## config.mk

```make
export PLATFORM = sky130hd
export DESIGN_NAME = queue_backlog_escalation_watchdog
export DESIGN_NICKNAME = d
export VERILOG_FILES = /design/src/qbew_pkg.sv /design/src/qbew_hist_mem.sv /design/src/qbew_walker.sv /design/src/queue_backlog_escalation_watchdog.sv
export VERILOG_INCLUDE_DIRS = /design/src /design/src/src
export SDC_FILE = /design/constraint.sdc
export NUM_CORES = 2
export LEC_CHECK = 0
export BUFFER_PORTS_ARGS = -buffer_cell sky130_fd_sc_hd__clkbuf_2
export CAP_MARGIN = 10
export CORE_ASPECT_RATIO = 0.5
export CORE_UTILIZATION = 35
export CTS_BUF_LIST = sky130_fd_sc_hd__clkbuf_4 sky130_fd_sc_hd__clkbuf_8 sky130_fd_sc_hd__clkbuf_16
export CTS_CLUSTER_SIZE = 16
export DETAILED_ROUTE_END_ITERATION = 8
export GPL_TIMING_DRIVEN = 0
export PLACE_DENSITY_LB_ADDON = 0.08
export SLEW_MARGIN = 30
export SYNTH_ARGS = -nofsm -noshare
export SYNTH_HDL_FRONTEND = slang
export SYNTH_SLANG_ARGS = --single-unit
export TNS_END_PERCENT = 5
```

## constraint.sdc

```tcl
create_clock -name clk -period 14.5 [get_ports clk]
set_input_delay 2.9 -clock clk [delete_from_list [all_inputs] [get_ports clk]]
set_output_delay 2.9 -clock clk [all_outputs]
set_load 0.02 [all_outputs]
```

## src/queue_backlog_escalation_watchdog_assert.svh

```systemverilog
// Assertion macros for the queue backlog escalation watchdog.
`ifndef QUEUE_BACKLOG_ESCALATION_WATCHDOG_ASSERT_SVH
`define QUEUE_BACKLOG_ESCALATION_WATCHDOG_ASSERT_SVH
`ifndef NO_ASSERTIONS
// Property checked at every clock edge outside reset.
`define QBEW_ASSERT(lbl, prop, msg) \
	lbl: assert property (@(posedge clk) disable iff (!arst_n) prop) else $error(msg);
// Condition that must never be seen at a clock edge outside reset.
`define QBEW_NEVER(lbl, cond, msg) \
	lbl: assert property (@(posedge clk) disable iff (!arst_n) !(cond)) else $error(msg);
`else
`define QBEW_ASSERT(lbl, prop, msg)
`define QBEW_NEVER(lbl, cond, msg)
`endif
`endif

```

## src/qbew_pkg.sv

```systemverilog
// Shared types and constants of the queue backlog escalation watchdog.
package qbew_pkg;

	// Width of one queue size sample.
	localparam int SAMPLE_W = 24;
	// Width of a threshold: five times the level unit times the client factor.
	localparam int STEP_W = 23;
	localparam int THR_W = 26;

	// Queue status codes.
	typedef enum logic [2:0] {
		ST_OK        = 3'd0,
		ST_SUSPEND   = 3'd1,
		ST_STOP_NET  = 3'd2,
		ST_SHUTDOWN  = 3'd3,
		ST_TERMINATE = 3'd4
	} status_t;

	// Configuration register indexes.
	localparam logic [2:0] REG_LEVEL_UNIT       = 3'd0;
	localparam logic [2:0] REG_SUSPEND_WINDOW   = 3'd1;
	localparam logic [2:0] REG_RESUME_WINDOW    = 3'd2;
	localparam logic [2:0] REG_STOP_WINDOW      = 3'd3;
	localparam logic [2:0] REG_SHUTDOWN_WINDOW  = 3'd4;
	localparam logic [2:0] REG_TERMINATE_WINDOW = 3'd5;

	// Result of a history walk, handed from the walker to the control.
	typedef struct packed {
		logic                busy;
		logic                done;
		logic [SAMPLE_W-1:0] min_a;
		logic [SAMPLE_W-1:0] min_b;
	} walk_res_t;

endpackage

```

## src/qbew_hist_mem.sv

```systemverilog
// Sample history ring memory: one write port, one read port, registered read data.
module qbew_hist_mem #(
	parameter int DEPTH = 128,
	parameter int AW = 7
) (
	input  logic                          clk,
	input  logic                          we,
	input  logic [AW-1:0]                 waddr,
	input  logic [qbew_pkg::SAMPLE_W-1:0] wdata,
	input  logic                          re,
	input  logic [AW-1:0]                 raddr,
	output logic [qbew_pkg::SAMPLE_W-1:0] rdata
);
	import qbew_pkg::*;

	logic [SAMPLE_W-1:0] mem [DEPTH];
	logic [SAMPLE_W-1:0] rdata_q;

	// Write port.
	always_ff @(posedge clk) begin
		if (we) begin
			mem[waddr] <= wdata;
		end
	end

	// Read port; the read data is registered.
	always_ff @(posedge clk) begin
		if (re) begin
			rdata_q <= mem[raddr];
		end
	end

	assign rdata = rdata_q;

endmodule

```

## src/qbew_walker.sv

```systemverilog
// History walker: reads older samples one per cycle and keeps two running minima.
module qbew_walker #(
	parameter int DEPTH = 128,
	parameter int AW = 7
) (
	input  logic                          clk,
	input  logic                          arst_n,
	input  logic                          start,
	input  logic [AW-1:0]                 cur_addr,
	input  logic [AW-1:0]                 len_a,
	input  logic [AW-1:0]                 len_b,
	input  logic [qbew_pkg::SAMPLE_W-1:0] seed,
	output logic                          rd_en,
	output logic [AW-1:0]                 rd_addr,
	input  logic [qbew_pkg::SAMPLE_W-1:0] rd_data,
	output qbew_pkg::walk_res_t           res
);
	import qbew_pkg::*;

	logic                busy_q;
	logic [AW-1:0]       addr_q;
	logic [AW-1:0]       issue_cnt_q;
	logic [AW-1:0]       len_a_q;
	logic [AW-1:0]       len_b_q;
	logic [AW-1:0]       len_max_q;
	logic                valid_s1;
	logic [AW-1:0]       pos_s1;
	logic [SAMPLE_W-1:0] min_a_q;
	logic [SAMPLE_W-1:0] min_b_q;
	logic [AW-1:0]       prev_addr;
	logic                done;

	// Step back one entry in the ring.
	assign prev_addr = (addr_q == '0) ? AW'(DEPTH - 1) : addr_q - 1'b1;
	assign rd_en     = busy_q && (issue_cnt_q != len_max_q);
	assign rd_addr   = prev_addr;
	assign done      = busy_q && (issue_cnt_q == len_max_q) && !valid_s1;

	// Read issue and tracking of the entry position in flight.
	always_ff @(posedge clk or negedge arst_n) begin
		if (!arst_n) begin
			busy_q   <= 1'b0;
			valid_s1 <= 1'b0;
		end else begin
			valid_s1 <= rd_en;
			if (start) begin
				busy_q <= 1'b1;
			end else if (done) begin
				busy_q <= 1'b0;
			end
		end
	end

	// Walk counters and minima; the current sample seeds both minima.
	always_ff @(posedge clk) begin
		if (start) begin
			addr_q      <= cur_addr;
			issue_cnt_q <= '0;
			len_a_q     <= len_a;
			len_b_q     <= len_b;
			len_max_q   <= (len_a > len_b) ? len_a : len_b;
			min_a_q     <= seed;
			min_b_q     <= seed;
		end else begin
			if (rd_en) begin
				addr_q      <= prev_addr;
				issue_cnt_q <= issue_cnt_q + 1'b1;
				pos_s1      <= issue_cnt_q + 1'b1;
			end
			if (valid_s1) begin
				if ((pos_s1 <= len_a_q) && (rd_data < min_a_q)) begin
					min_a_q <= rd_data;
				end
				if ((pos_s1 <= len_b_q) && (rd_data < min_b_q)) begin
					min_b_q <= rd_data;
				end
			end
		end
	end

	assign res = '{busy: busy_q, done: done, min_a: min_a_q, min_b: min_b_q};

endmodule

```

## src/queue_backlog_escalation_watchdog.sv

```systemverilog
// Queue backlog escalation watchdog: control, configuration and result register.
//
// Each input beat on the s_ group is one periodic sample of a queue's size and
// of its client count. The sample is stored in a history ring memory, then the
// minimum over the most recent samples of one or two windows is compared with
// thresholds k * level_unit * factor, factor = clamp(1 + clients / 100, 1, 5).
// One output beat on the m_ group follows each input beat: the new status, the
// sync-block flag and the three escalation events.
// Older samples to read are the longer window in use, clamped to the samples
// stored, less the current one. A sample passes in order through acceptance,
// preparation, one history read per older sample (the ring has a single read port),
// the read latency, the close of the walk and the decision, after which
// m_tvalid rises. One sample is processed at a time; s_tready is high while
// idle. A stalled receiver holds m_tvalid and m_tdata in the output register,
// and the next sample is still accepted; its result waits until the register
// is free. Reset clears the status to ok, the flag, the ring pointer and the
// fill count, and loads the register defaults. Configuration writes through
// cfg_we, cfg_addr and cfg_data take effect at once, without read-back.
`include "queue_backlog_escalation_watchdog_assert.svh"
module queue_backlog_escalation_watchdog #(
	parameter int HISTORY_DEPTH = 128
) (
	input  logic        clk,
	input  logic        arst_n,
	// Configuration write port.
	input  logic        cfg_we,
	input  logic [2:0]  cfg_addr,
	input  logic [19:0] cfg_data,
	// Sample stream. tdata: queue_size [23:0], client_count [39:24].
	input  logic        s_tvalid,
	output logic        s_tready,
	input  logic [39:0] s_tdata,
	// Result stream. tdata: status [2:0], sync_blocked [3], stop_net_event [4],
	// shutdown_event [5], terminate_event [6], zero [7].
	output logic        m_tvalid,
	input  logic        m_tready,
	output logic [7:0]  m_tdata
);
	import qbew_pkg::*;

	localparam int AW = (HISTORY_DEPTH > 1) ? $clog2(HISTORY_DEPTH) : 1;
	localparam int CW = $clog2(HISTORY_DEPTH + 1);
	localparam int NW = (CW > 8) ? CW : 8;

	typedef enum logic [3:0] {
		S_IDLE   = 4'b0001,
		S_PREP   = 4'b0010,
		S_WALK   = 4'b0100,
		S_DECIDE = 4'b1000
	} seq_t;

	seq_t                state_q;
	logic [19:0]         level_unit_q;
	logic [7:0]          suspend_win_q;
	logic [7:0]          resume_win_q;
	logic [7:0]          stop_win_q;
	logic [7:0]          shutdown_win_q;
	logic [7:0]          terminate_win_q;
	logic [AW-1:0]       wp_q;
	logic [CW-1:0]       fill_q;
	status_t             status_q;
	logic                block_q;
	logic [SAMPLE_W-1:0] qsize_q;
	logic [2:0]          factor_q;
	logic [AW-1:0]       cur_addr_q;
	logic [STEP_W-1:0]   step_q;
	logic [THR_W-1:0]    thr_lo_q;
	logic [THR_W-1:0]    thr_hi_q;
	logic                out_valid_q;
	logic [7:0]          out_data_q;

	logic                accept;
	logic [SAMPLE_W-1:0] in_qsize;
	logic [15:0]         in_clients;
	logic [2:0]          in_factor;
	logic [7:0]          win_a;
	logic [7:0]          win_b;
	logic [AW-1:0]       len_a;
	logic [AW-1:0]       len_b;
	logic [2:0]          k_hi;
	logic                rd_en;
	logic [AW-1:0]       rd_addr;
	logic [SAMPLE_W-1:0] rd_data;
	walk_res_t           walk_res;
	status_t             next_status;
	logic                next_block;
	logic                ev_stop;
	logic                ev_shut;
	logic                ev_term;
	logic                out_free;

	assign in_qsize   = s_tdata[23:0];
	assign in_clients = s_tdata[39:24];
	assign s_tready   = (state_q == S_IDLE);
	assign accept     = s_tvalid && s_tready;
	assign out_free   = !out_valid_q || m_tready;

	// Client factor, clamp(1 + clients / 100, 1, 5), by comparison.
	always_comb begin
		if (in_clients >= 16'd400) begin
			in_factor = 3'd5;
		end else if (in_clients >= 16'd300) begin
			in_factor = 3'd4;
		end else if (in_clients >= 16'd200) begin
			in_factor = 3'd3;
		end else if (in_clients >= 16'd100) begin
			in_factor = 3'd2;
		end else begin
			in_factor = 3'd1;
		end
	end

	// Configuration registers; indexes beyond the list are ignored.
	always_ff @(posedge clk or negedge arst_n) begin
		if (!arst_n) begin
			level_unit_q    <= 20'd100000;
			suspend_win_q   <= 8'd5;
			resume_win_q    <= 8'd5;
			stop_win_q      <= 8'd30;
			shutdown_win_q  <= 8'd60;
			terminate_win_q <= 8'd90;
		end else if (cfg_we) begin
			case (cfg_addr)
				REG_LEVEL_UNIT:       level_unit_q    <= cfg_data;
				REG_SUSPEND_WINDOW:   suspend_win_q   <= cfg_data[7:0];
				REG_RESUME_WINDOW:    resume_win_q    <= cfg_data[7:0];
				REG_STOP_WINDOW:      stop_win_q      <= cfg_data[7:0];
				REG_SHUTDOWN_WINDOW:  shutdown_win_q  <= cfg_data[7:0];
				REG_TERMINATE_WINDOW: terminate_win_q <= cfg_data[7:0];
				default: begin
				end
			endcase
		end
	end

	// Window selection by status: window a is tested in every state but terminate,
	// window b (stop) only in suspend.
	always_comb begin
		win_b = 8'd1;
		k_hi  = 3'd2;
		case (status_q)
			ST_OK: begin
				win_a = suspend_win_q;
			end
			ST_SUSPEND: begin
				win_a = resume_win_q;
				win_b = stop_win_q;
				k_hi  = 3'd3;
			end
			ST_STOP_NET: begin
				win_a = shutdown_win_q;
				k_hi  = 3'd4;
			end
			ST_SHUTDOWN: begin
				win_a = terminate_win_q;
				k_hi  = 3'd5;
			end
			default: begin
				win_a = 8'd1;
			end
		endcase
	end

	// Number of older samples to read: clamp(window, 1, fill) minus the current one.
	function automatic logic [AW-1:0] older_len(input logic [7:0] win,
			input logic [CW-1:0] fill);
		logic [NW-1:0] w;
		logic [NW-1:0] f;
		logic [NW-1:0] n;
		w = (win == 8'd0) ? NW'(1) : NW'(win);
		f = NW'(fill);
		n = (w > f) ? f : w;
		return AW'(n - 1'b1);
	endfunction

	assign len_a = older_len(win_a, fill_q);
	assign len_b = (status_q == ST_SUSPEND) ? older_len(win_b, fill_q) : '0;

	// Sequencer and ring bookkeeping.
	always_ff @(posedge clk or negedge arst_n) begin
		if (!arst_n) begin
			state_q  <= S_IDLE;
			wp_q     <= '0;
			fill_q   <= '0;
			status_q <= ST_OK;
			block_q  <= 1'b0;
		end else begin
			case (state_q)
				S_IDLE: begin
					if (accept) begin
						wp_q <= (wp_q == AW'(HISTORY_DEPTH - 1)) ? '0 : wp_q + 1'b1;
						if (fill_q < CW'(HISTORY_DEPTH)) begin
							fill_q <= fill_q + 1'b1;
						end
						state_q <= S_PREP;
					end
				end
				S_PREP: begin
					state_q <= S_WALK;
				end
				S_WALK: begin
					if (walk_res.done) begin
						state_q <= S_DECIDE;
					end
				end
				S_DECIDE: begin
					if (out_free) begin
						status_q <= next_status;
						block_q  <= next_block;
						state_q  <= S_IDLE;
					end
				end
				default: begin
					state_q <= S_IDLE;
				end
			endcase
		end
	end

	// Sample capture, base step and thresholds.
	always_ff @(posedge clk) begin
		if (accept) begin
			qsize_q    <= in_qsize;
			factor_q   <= in_factor;
			cur_addr_q <= wp_q;
		end
		if (state_q == S_PREP) begin
			step_q <= STEP_W'(level_unit_q) * STEP_W'(factor_q);
		end
		if (state_q == S_WALK) begin
			thr_lo_q <= THR_W'(step_q);
			thr_hi_q <= THR_W'(step_q) * THR_W'(k_hi);
		end
	end

	// Escalation decision from the window minima; stop wins over resume.
	always_comb begin
		next_status = status_q;
		ev_stop     = 1'b0;
		ev_shut     = 1'b0;
		ev_term     = 1'b0;
		case (status_q)
			ST_OK: begin
				if (THR_W'(walk_res.min_a) > thr_hi_q) begin
					next_status = ST_SUSPEND;
				end
			end
			ST_SUSPEND: begin
				if (THR_W'(walk_res.min_a) < thr_lo_q) begin
					next_status = ST_OK;
				end
				if (THR_W'(walk_res.min_b) > thr_hi_q) begin
					next_status = ST_STOP_NET;
					ev_stop     = 1'b1;
				end
			end
			ST_STOP_NET: begin
				if (THR_W'(walk_res.min_a) > thr_hi_q) begin
					next_status = ST_SHUTDOWN;
					ev_shut     = 1'b1;
				end
			end
			ST_SHUTDOWN: begin
				if (THR_W'(walk_res.min_a) > thr_hi_q) begin
					next_status = ST_TERMINATE;
					ev_term     = 1'b1;
				end
			end
			default: begin
				next_status = status_q;
			end
		endcase
		if (next_status == ST_OK) begin
			next_block = 1'b0;
		end else if (next_status == ST_SUSPEND) begin
			next_block = 1'b1;
		end else begin
			next_block = block_q;
		end
	end

	// Output register.
	always_ff @(posedge clk or negedge arst_n) begin
		if (!arst_n) begin
			out_valid_q <= 1'b0;
		end else if ((state_q == S_DECIDE) && out_free) begin
			out_valid_q <= 1'b1;
		end else if (m_tready) begin
			out_valid_q <= 1'b0;
		end
	end

	always_ff @(posedge clk) begin
		if ((state_q == S_DECIDE) && out_free) begin
			out_data_q <= {1'b0, ev_term, ev_shut, ev_stop, next_block, next_status};
		end
	end

	assign m_tvalid = out_valid_q;
	assign m_tdata  = out_data_q;

	qbew_hist_mem #(
		.DEPTH(HISTORY_DEPTH),
		.AW   (AW)
	) u_hist_mem (
		.clk  (clk),
		.we   (accept),
		.waddr(wp_q),
		.wdata(in_qsize),
		.re   (rd_en),
		.raddr(rd_addr),
		.rdata(rd_data)
	);

	qbew_walker #(
		.DEPTH(HISTORY_DEPTH),
		.AW   (AW)
	) u_walker (
		.clk     (clk),
		.arst_n  (arst_n),
		.start   (state_q == S_PREP),
		.cur_addr(cur_addr_q),
		.len_a   (len_a),
		.len_b   (len_b),
		.seed    (qsize_q),
		.rd_en   (rd_en),
		.rd_addr (rd_addr),
		.rd_data (rd_data),
		.res     (walk_res)
	);

	// Terminate is final.
	`QBEW_ASSERT(a_terminate_holds, status_q == ST_TERMINATE |=> $stable(status_q), "terminate left")
	// No sample is taken while the history walk is running.
	`QBEW_NEVER(a_ready_while_walking, s_tready && walk_res.busy, "ready during walk")
	// Suspend always carries the sync-block flag.
	`QBEW_ASSERT(a_suspend_blocks, status_q == ST_SUSPEND |-> block_q, "suspend without block flag")
	// A stop event is only reported together with the stop status.
	`QBEW_ASSERT(a_stop_event_status, m_tvalid && m_tdata[4] |-> m_tdata[2:0] == ST_STOP_NET, "stop event")

endmodule

```

[Yosys cells after proc, flatten, opt, wreduce, memory -nomap -nowiden]
Memory sizes are Yosys's and may differ from the RTL's. A register that Yosys moved wholly into a read port is not among the register bits.
Index checks and enable logic that the tools add are counted.
Storage, ports and cells
  word-level logic and storage cells: 155
  output and inout bits: 10
  memories: 1
  bits in registers: 289
  bits in writable memories: 3072
  bits of input ports: 68
Memory list
  u_hist_mem.mem: depth 128, bits a word 24, rd ports 1, clocked after Yosys merged registers in 1, write ports 1, line qbew_hist_mem.sv:16  | logic [SAMPLE_W-1:0] mem [DEPTH];
Operators by class
  add/subtract/negate cells: 6
  eq/ne operators: 19
  multipliers: 2
  multiplexer cells: 42
  bitwise operators: 1
  reductions and logical operators: 36
  order comparisons: 15
Operators with widths (number)
  $mux W24: 6
  $mux W7: 8
  $gt A24 B26 Y1: 2
  $lt A24 B24 Y1: 2
  $ge A16 B9 Y1 const B: 2
  $pmux W8 S4: 1
  $mul A23 B3 Y26: 1
  $lt A24 B23 Y1: 1
  $mux W8: 3
  $mul A20 B3 Y23: 1
  $reduce_and A2 Y1: 11
  $sub A7 B1 Y7 const B: 3
  $ge A16 B7 Y1 const B: 1
  $ge A16 B8 Y1 const B: 1
  $gt A8 B8 Y1: 2
  $logic_not A8 Y1: 2
  $pmux W4 S4: 1
  $mux W3: 5
  $add A7 B1 Y7 const B: 2
  $le A7 B7 Y1: 2
  $eq A3 B2 Y1 const B: 4
  $mux W4: 3
  $pmux W3 S4: 1
  $reduce_bool A2 Y1: 6
  25 further kinds: 50

[Longest topological paths before layout]
  depth after elaboration: 10
  mapped depth: 24
  depth with buffers taken out: 22

[By module]
A second synthesis with hierarchy kept.
Second synthesis, totals
  cells, all modules: 6271
  area, all modules: 136400.8 µm²
By module, submodules not included
  qbew_hist_mem: area an instance 117621.6 µm², cells each 4538, times used 1
  queue_backlog_escalation_watchdog: area an instance 13440.4 µm², cells each 1290, times used 1
  qbew_walker: area an instance 5338.9 µm², cells each 443, times used 1

[Worst setup path before layout]
Ideal clock, no wire load.
  kind: in2reg
  start point: input s_tvalid
  end point: memory u_hist_mem.mem[111][0], enable pin
  data arrival time: 5.628 ns
  stages on the path: 5
  library setup time: 0.405 ns
  path slack: 8.467 ns
  buffers on the path: 1
  cell sequence: nand2_1 -> inv_1 -> nand4_1 -> clkbuf_1 -> nor2_1
Between the ends
  cells in the longest elaborated chain, start to end: 3
RTL lines
  start, declared: line queue_backlog_escalation_watchdog.sv:30  | input logic s_tvalid,
  $logic_and A1 B1 Y1: line queue_backlog_escalation_watchdog.sv:95  | assign accept = s_tvalid && s_tready;
  via accept: line queue_backlog_escalation_watchdog.sv:72  | logic accept;
  $mux W1: line qbew_hist_mem.sv:21  | if (we) begin
  $mux W1 (not written as such): line qbew_hist_mem.sv:22  | mem[waddr] <= wdata;
  end, declared: line qbew_hist_mem.sv:16
The timed path passes the listed nets, and every way through them passes these cells.

[Worst setup path after layout]
  start point: register u_walker.addr_q[0]
  end point: register u_hist_mem.rdata_q[16], in the netlist u_hist_mem.rdata[16], read port of u_hist_mem.mem, data pin
Between the ends
  cells in the longest elaborated chain, start to end: 2
  elaborated cells between the ends (all ways): 3
RTL lines
  start, declared: line qbew_walker.sv:21  | logic [AW-1:0] addr_q;
  start signal, assigned: line qbew_walker.sv:57  | addr_q <= cur_addr;
  start signal, assigned: line qbew_walker.sv:66  | addr_q <= prev_addr;
  $sub A7 B1 Y7 / $logic_not A7 Y1 (equally long branches): line qbew_walker.sv:34  | assign prev_addr = (addr_q == '0) ? AW'(DEPTH - 1) : addr_q - 1'b1;
  $mux W7 (*): line qbew_walker.sv:34
  end, declared: line qbew_hist_mem.sv:17  | logic [SAMPLE_W-1:0] rdata_q;
Mark *: on every way between the ends. The rest lies on a longest branch, timed or not.
A chain may end at the register's enable or synchronous reset.

==> metrics.cfg <==
[synthesis]
post-synth-top-count-cell=edfxtp_1
synth_cells=9627
synth_simple_gate_area_share_pct=7.95
avgSynthCellArea_sq_um=14.4
synth_cell_types=79
synth_mux_area_share_pct=6.46
synth_ff_type=edfxtp_1
yosysTopAreaCellShare_pct=71.1
ys_async_sr_fraction_pct=2.54
synth_top_area_cell=edfxtp_1
yosys.area_share.adder_pct=2.44
synth_warnings=0
synth_xor_area_share_pct=0.473
yosys-top-cells-area=edfxtp_1 71%, mux2i_1 5.8%, nand2_1 4.7%
synth.yosys.seq_area_share_pct=72.8
ys_ff_latch=3385
syn_area_sq_um=139000
synth_top_family_by_area=simple AND/OR/NAND/NOR gates
synthTopCellsByCount=3292 x edfxtp_1, 1755 x nand2_1, 859 x a21oi_1
syn_nets=9941
synth_compound_area_share_pct=7.42
synth_edf_count=3292

[outcome]
status=complete, no violations

[cts]
tritoncts=done
clkSinkCount=3385
cts_resized=0
clockRootBuffer=clkbuf_16
ctsLongestPathBuffers=4
worstSkewPairLatency_ns=1.00
ctsHoldBuffers=0
numCtsBuffers=333
cts_setup_buffers=0
clkTransAtPathRegs_ns=0.07
h-tree-depth=5

[cells_and_area]
fin_nets=10700
syn2layout_area_growth_pct=18.9
seq_area_sq_um=101000
finish.utilization_pct=41.9
finalNonFillerCells=15900
n_fill_cell=36200
drive_above_1_share_pct=15.3
multi_input_area_sq_um=36400

[timing]
fin_ws_ns=6.50
max_slew_margin_pct=18.0
rsz0062_at_grt=no
finClkSkew_ns=0.0555
final_hold_viol_count=0
min_period_over_period_pct=55.1
fmax_mhz=125
worst_pin_slew_ns=1.22
tns_ns=0
period_needed_ns=8.00
worst_hold_slack_ns=0.445
slew_violations=0
setup_viol=0

[place]
post-place-ws_ns=6.76
dpl.cell_count=15300
place.gp.congestion=0.907
dp_hpwl_um=405000
port-buffer-count=73

[floorplan]
core_area_sq_um=395000
start_util_pct=35.2
dieArea_sq_um=400000
ios=78
die_h_um=448
die_x_um=893
fp-row-count=163

[setup_path]
cp.required_ns=15.14
end_kind=flop
startpoint=u_walker.addr_q[0]
path_max_fanout=11
path_class=reg2reg
r2r_start=u_walker.addr_q[0]
cp-start-kind=flop
cp.arrival_ns=8.64

[detailed_routing]
drc=0
avgViaCountPerCell=5.69
drtIter0Drc=13600
wire_per_inst_um=35.8
dr.pass1.iters=6
num_vias=90400
wl_um=570000
antenna_left=0

[hold_path]
min_from=wp_q[2]
min_path_type=reg2reg

[job]
maxCapViolCount=0

[global_routing]
overflow=0
antenna_found_initial=57
grt_max_degree=79
grt_pass1_vias=84200
grt_usage_pct=27.8
grt_pass1_wl_um=756000

[pwr]
p_per_area_nw_per_um2=235
p_leak_nw=57.8
vdd_drop_max_uv=192

==> final timing paths <==
kind                       cells after the start  slack [ns]                   end
max reg2reg                                   15        6.50  u_hist_mem.rdata[16]
min                                            0        0.45         cur_addr_q[2]
max                                           15        6.50  u_hist_mem.rdata[16]
min in group asynchronous                      1        1.84      level_unit_q[17]
max in group asynchronous                      2       11.93    terminate_win_q[6]
min reg2reg                                    0        0.45         cur_addr_q[2]
==> cell families (layout without fill, tap and decap cells) <==
kind of cell	after synthesis	in the layout
other	1	26
buffers and inverters	765	1732
adder cells (fa/ha/maj)	246	246
multiplexers	879	879
AO/OA/AOI/OAI	1728	1728
AND/OR/NAND/NOR	2548	2548
XOR/XNOR	75	75
flip-flops	3385	3385
==> routing by layer <==
metal	GRT usage, %	vias up	wire length (um)
li1	-	38000	-
met1	40.3	47100	246000
met2	41.2	4538	243000
met3	6.93	747	60200
met4	8.41	22	19500
met5	0	-	434
==> metrics by stage <==
stage	cell area, sq um	power, W
final	165000	0.0388
after global routing	165000	0.0396
after floorplan	139000	0.0190
after global placement	146000	0.0285
after detailed placement	155000	0.0296
after CTS	165000	0.0384
==> cell usage in the layout (no fill, tap or decap), types with 30 or more instances in the layout <==
master | netlist | layout
buf_16 | 0 | 188
and2_1 | 35 | 35
clkbuf_8 | 0 | 30
clkbuf_2 | 1 | 133
clkbuf_16 | 0 | 343
nand2_1 | 1755 | 1749
or4_1 | 51 | 51
ha_1 | 205 | 205
clkbuf_4 | 0 | 83
xor2_1 | 32 | 32
nor3_1 | 50 | 47
o22ai_1 | 295 | 295
o21ai_0 | 199 | 194
o221ai_1 | 72 | 72
mux2_2 | 67 | 67
nor2_4 | 0 | 128
inv_1 | 214 | 213
a21o_1 | 44 | 44
buf_2 | 154 | 177
mux2i_1 | 802 | 802
a2bb2oi_1 | 71 | 71
nor4_1 | 278 | 225
a21oi_1 | 859 | 858
buf_4 | 45 | 115
nor2b_1 | 33 | 33
nor2_1 | 216 | 87
clkbuf_1 | 293 | 206
xnor2_1 | 43 | 43
edfxtp_1 | 3292 | 3292
clkinv_2 | 0 | 50
fa_1 | 41 | 41
o41ai_2 | 0 | 83
dfrtp_1 | 63 | 63
clkinv_1 | 0 | 67
nor4_2 | 0 | 52
==> registers in the layout, indices dropped and copies added (netlist names), 20 cells and up <==
name,cells
step_q,23
thr_lo_q,23
qsize_q,24
u_walker.min_b_q,24
u_hist_mem.rdata,24
u_walker.min_a_q,24
u_hist_mem.mem,3072
level_unit_q,20
thr_hi_q,26
==> report_power, final <==
part           switching (W)  internal [W]  total (W)
combinational         0.0140       0.00450     0.0185
clock                0.00398       0.00485    0.00882
sequential          0.000253        0.0113     0.0115
==> cell type report <==
cell class,instances,area share (%)
Multi-Input combinational cell,5477,22.0
Antenna cell,25,0.0379
Clock inverter,163,0.815
Timing Repair Buffer,376,4.17
Sequential cell,3385,61.2
Buffer,551,1.65
Clock buffer,428,5.60
Tap cell,5280,4.00
Inverter,214,0.488
==> critical path, stage by stage (launching register included) <==
cell	delay, ns
edfxtp_1	0.51
inv_1	0.15
clkbuf_1	0.65
clkbuf_1	0.55
ha_1	0.24
buf_2	0.21
xnor2_1	0.39
a21o_1	0.63
buf_2	0.47
buf_2	0.48
buf_2	0.55
clkbuf_2	0.64
a21oi_1	0.10
nor4_1	0.89
nor4_1	0.28
or4_1	0.77
Note: power is estimated with default switching activity, not from simulation.
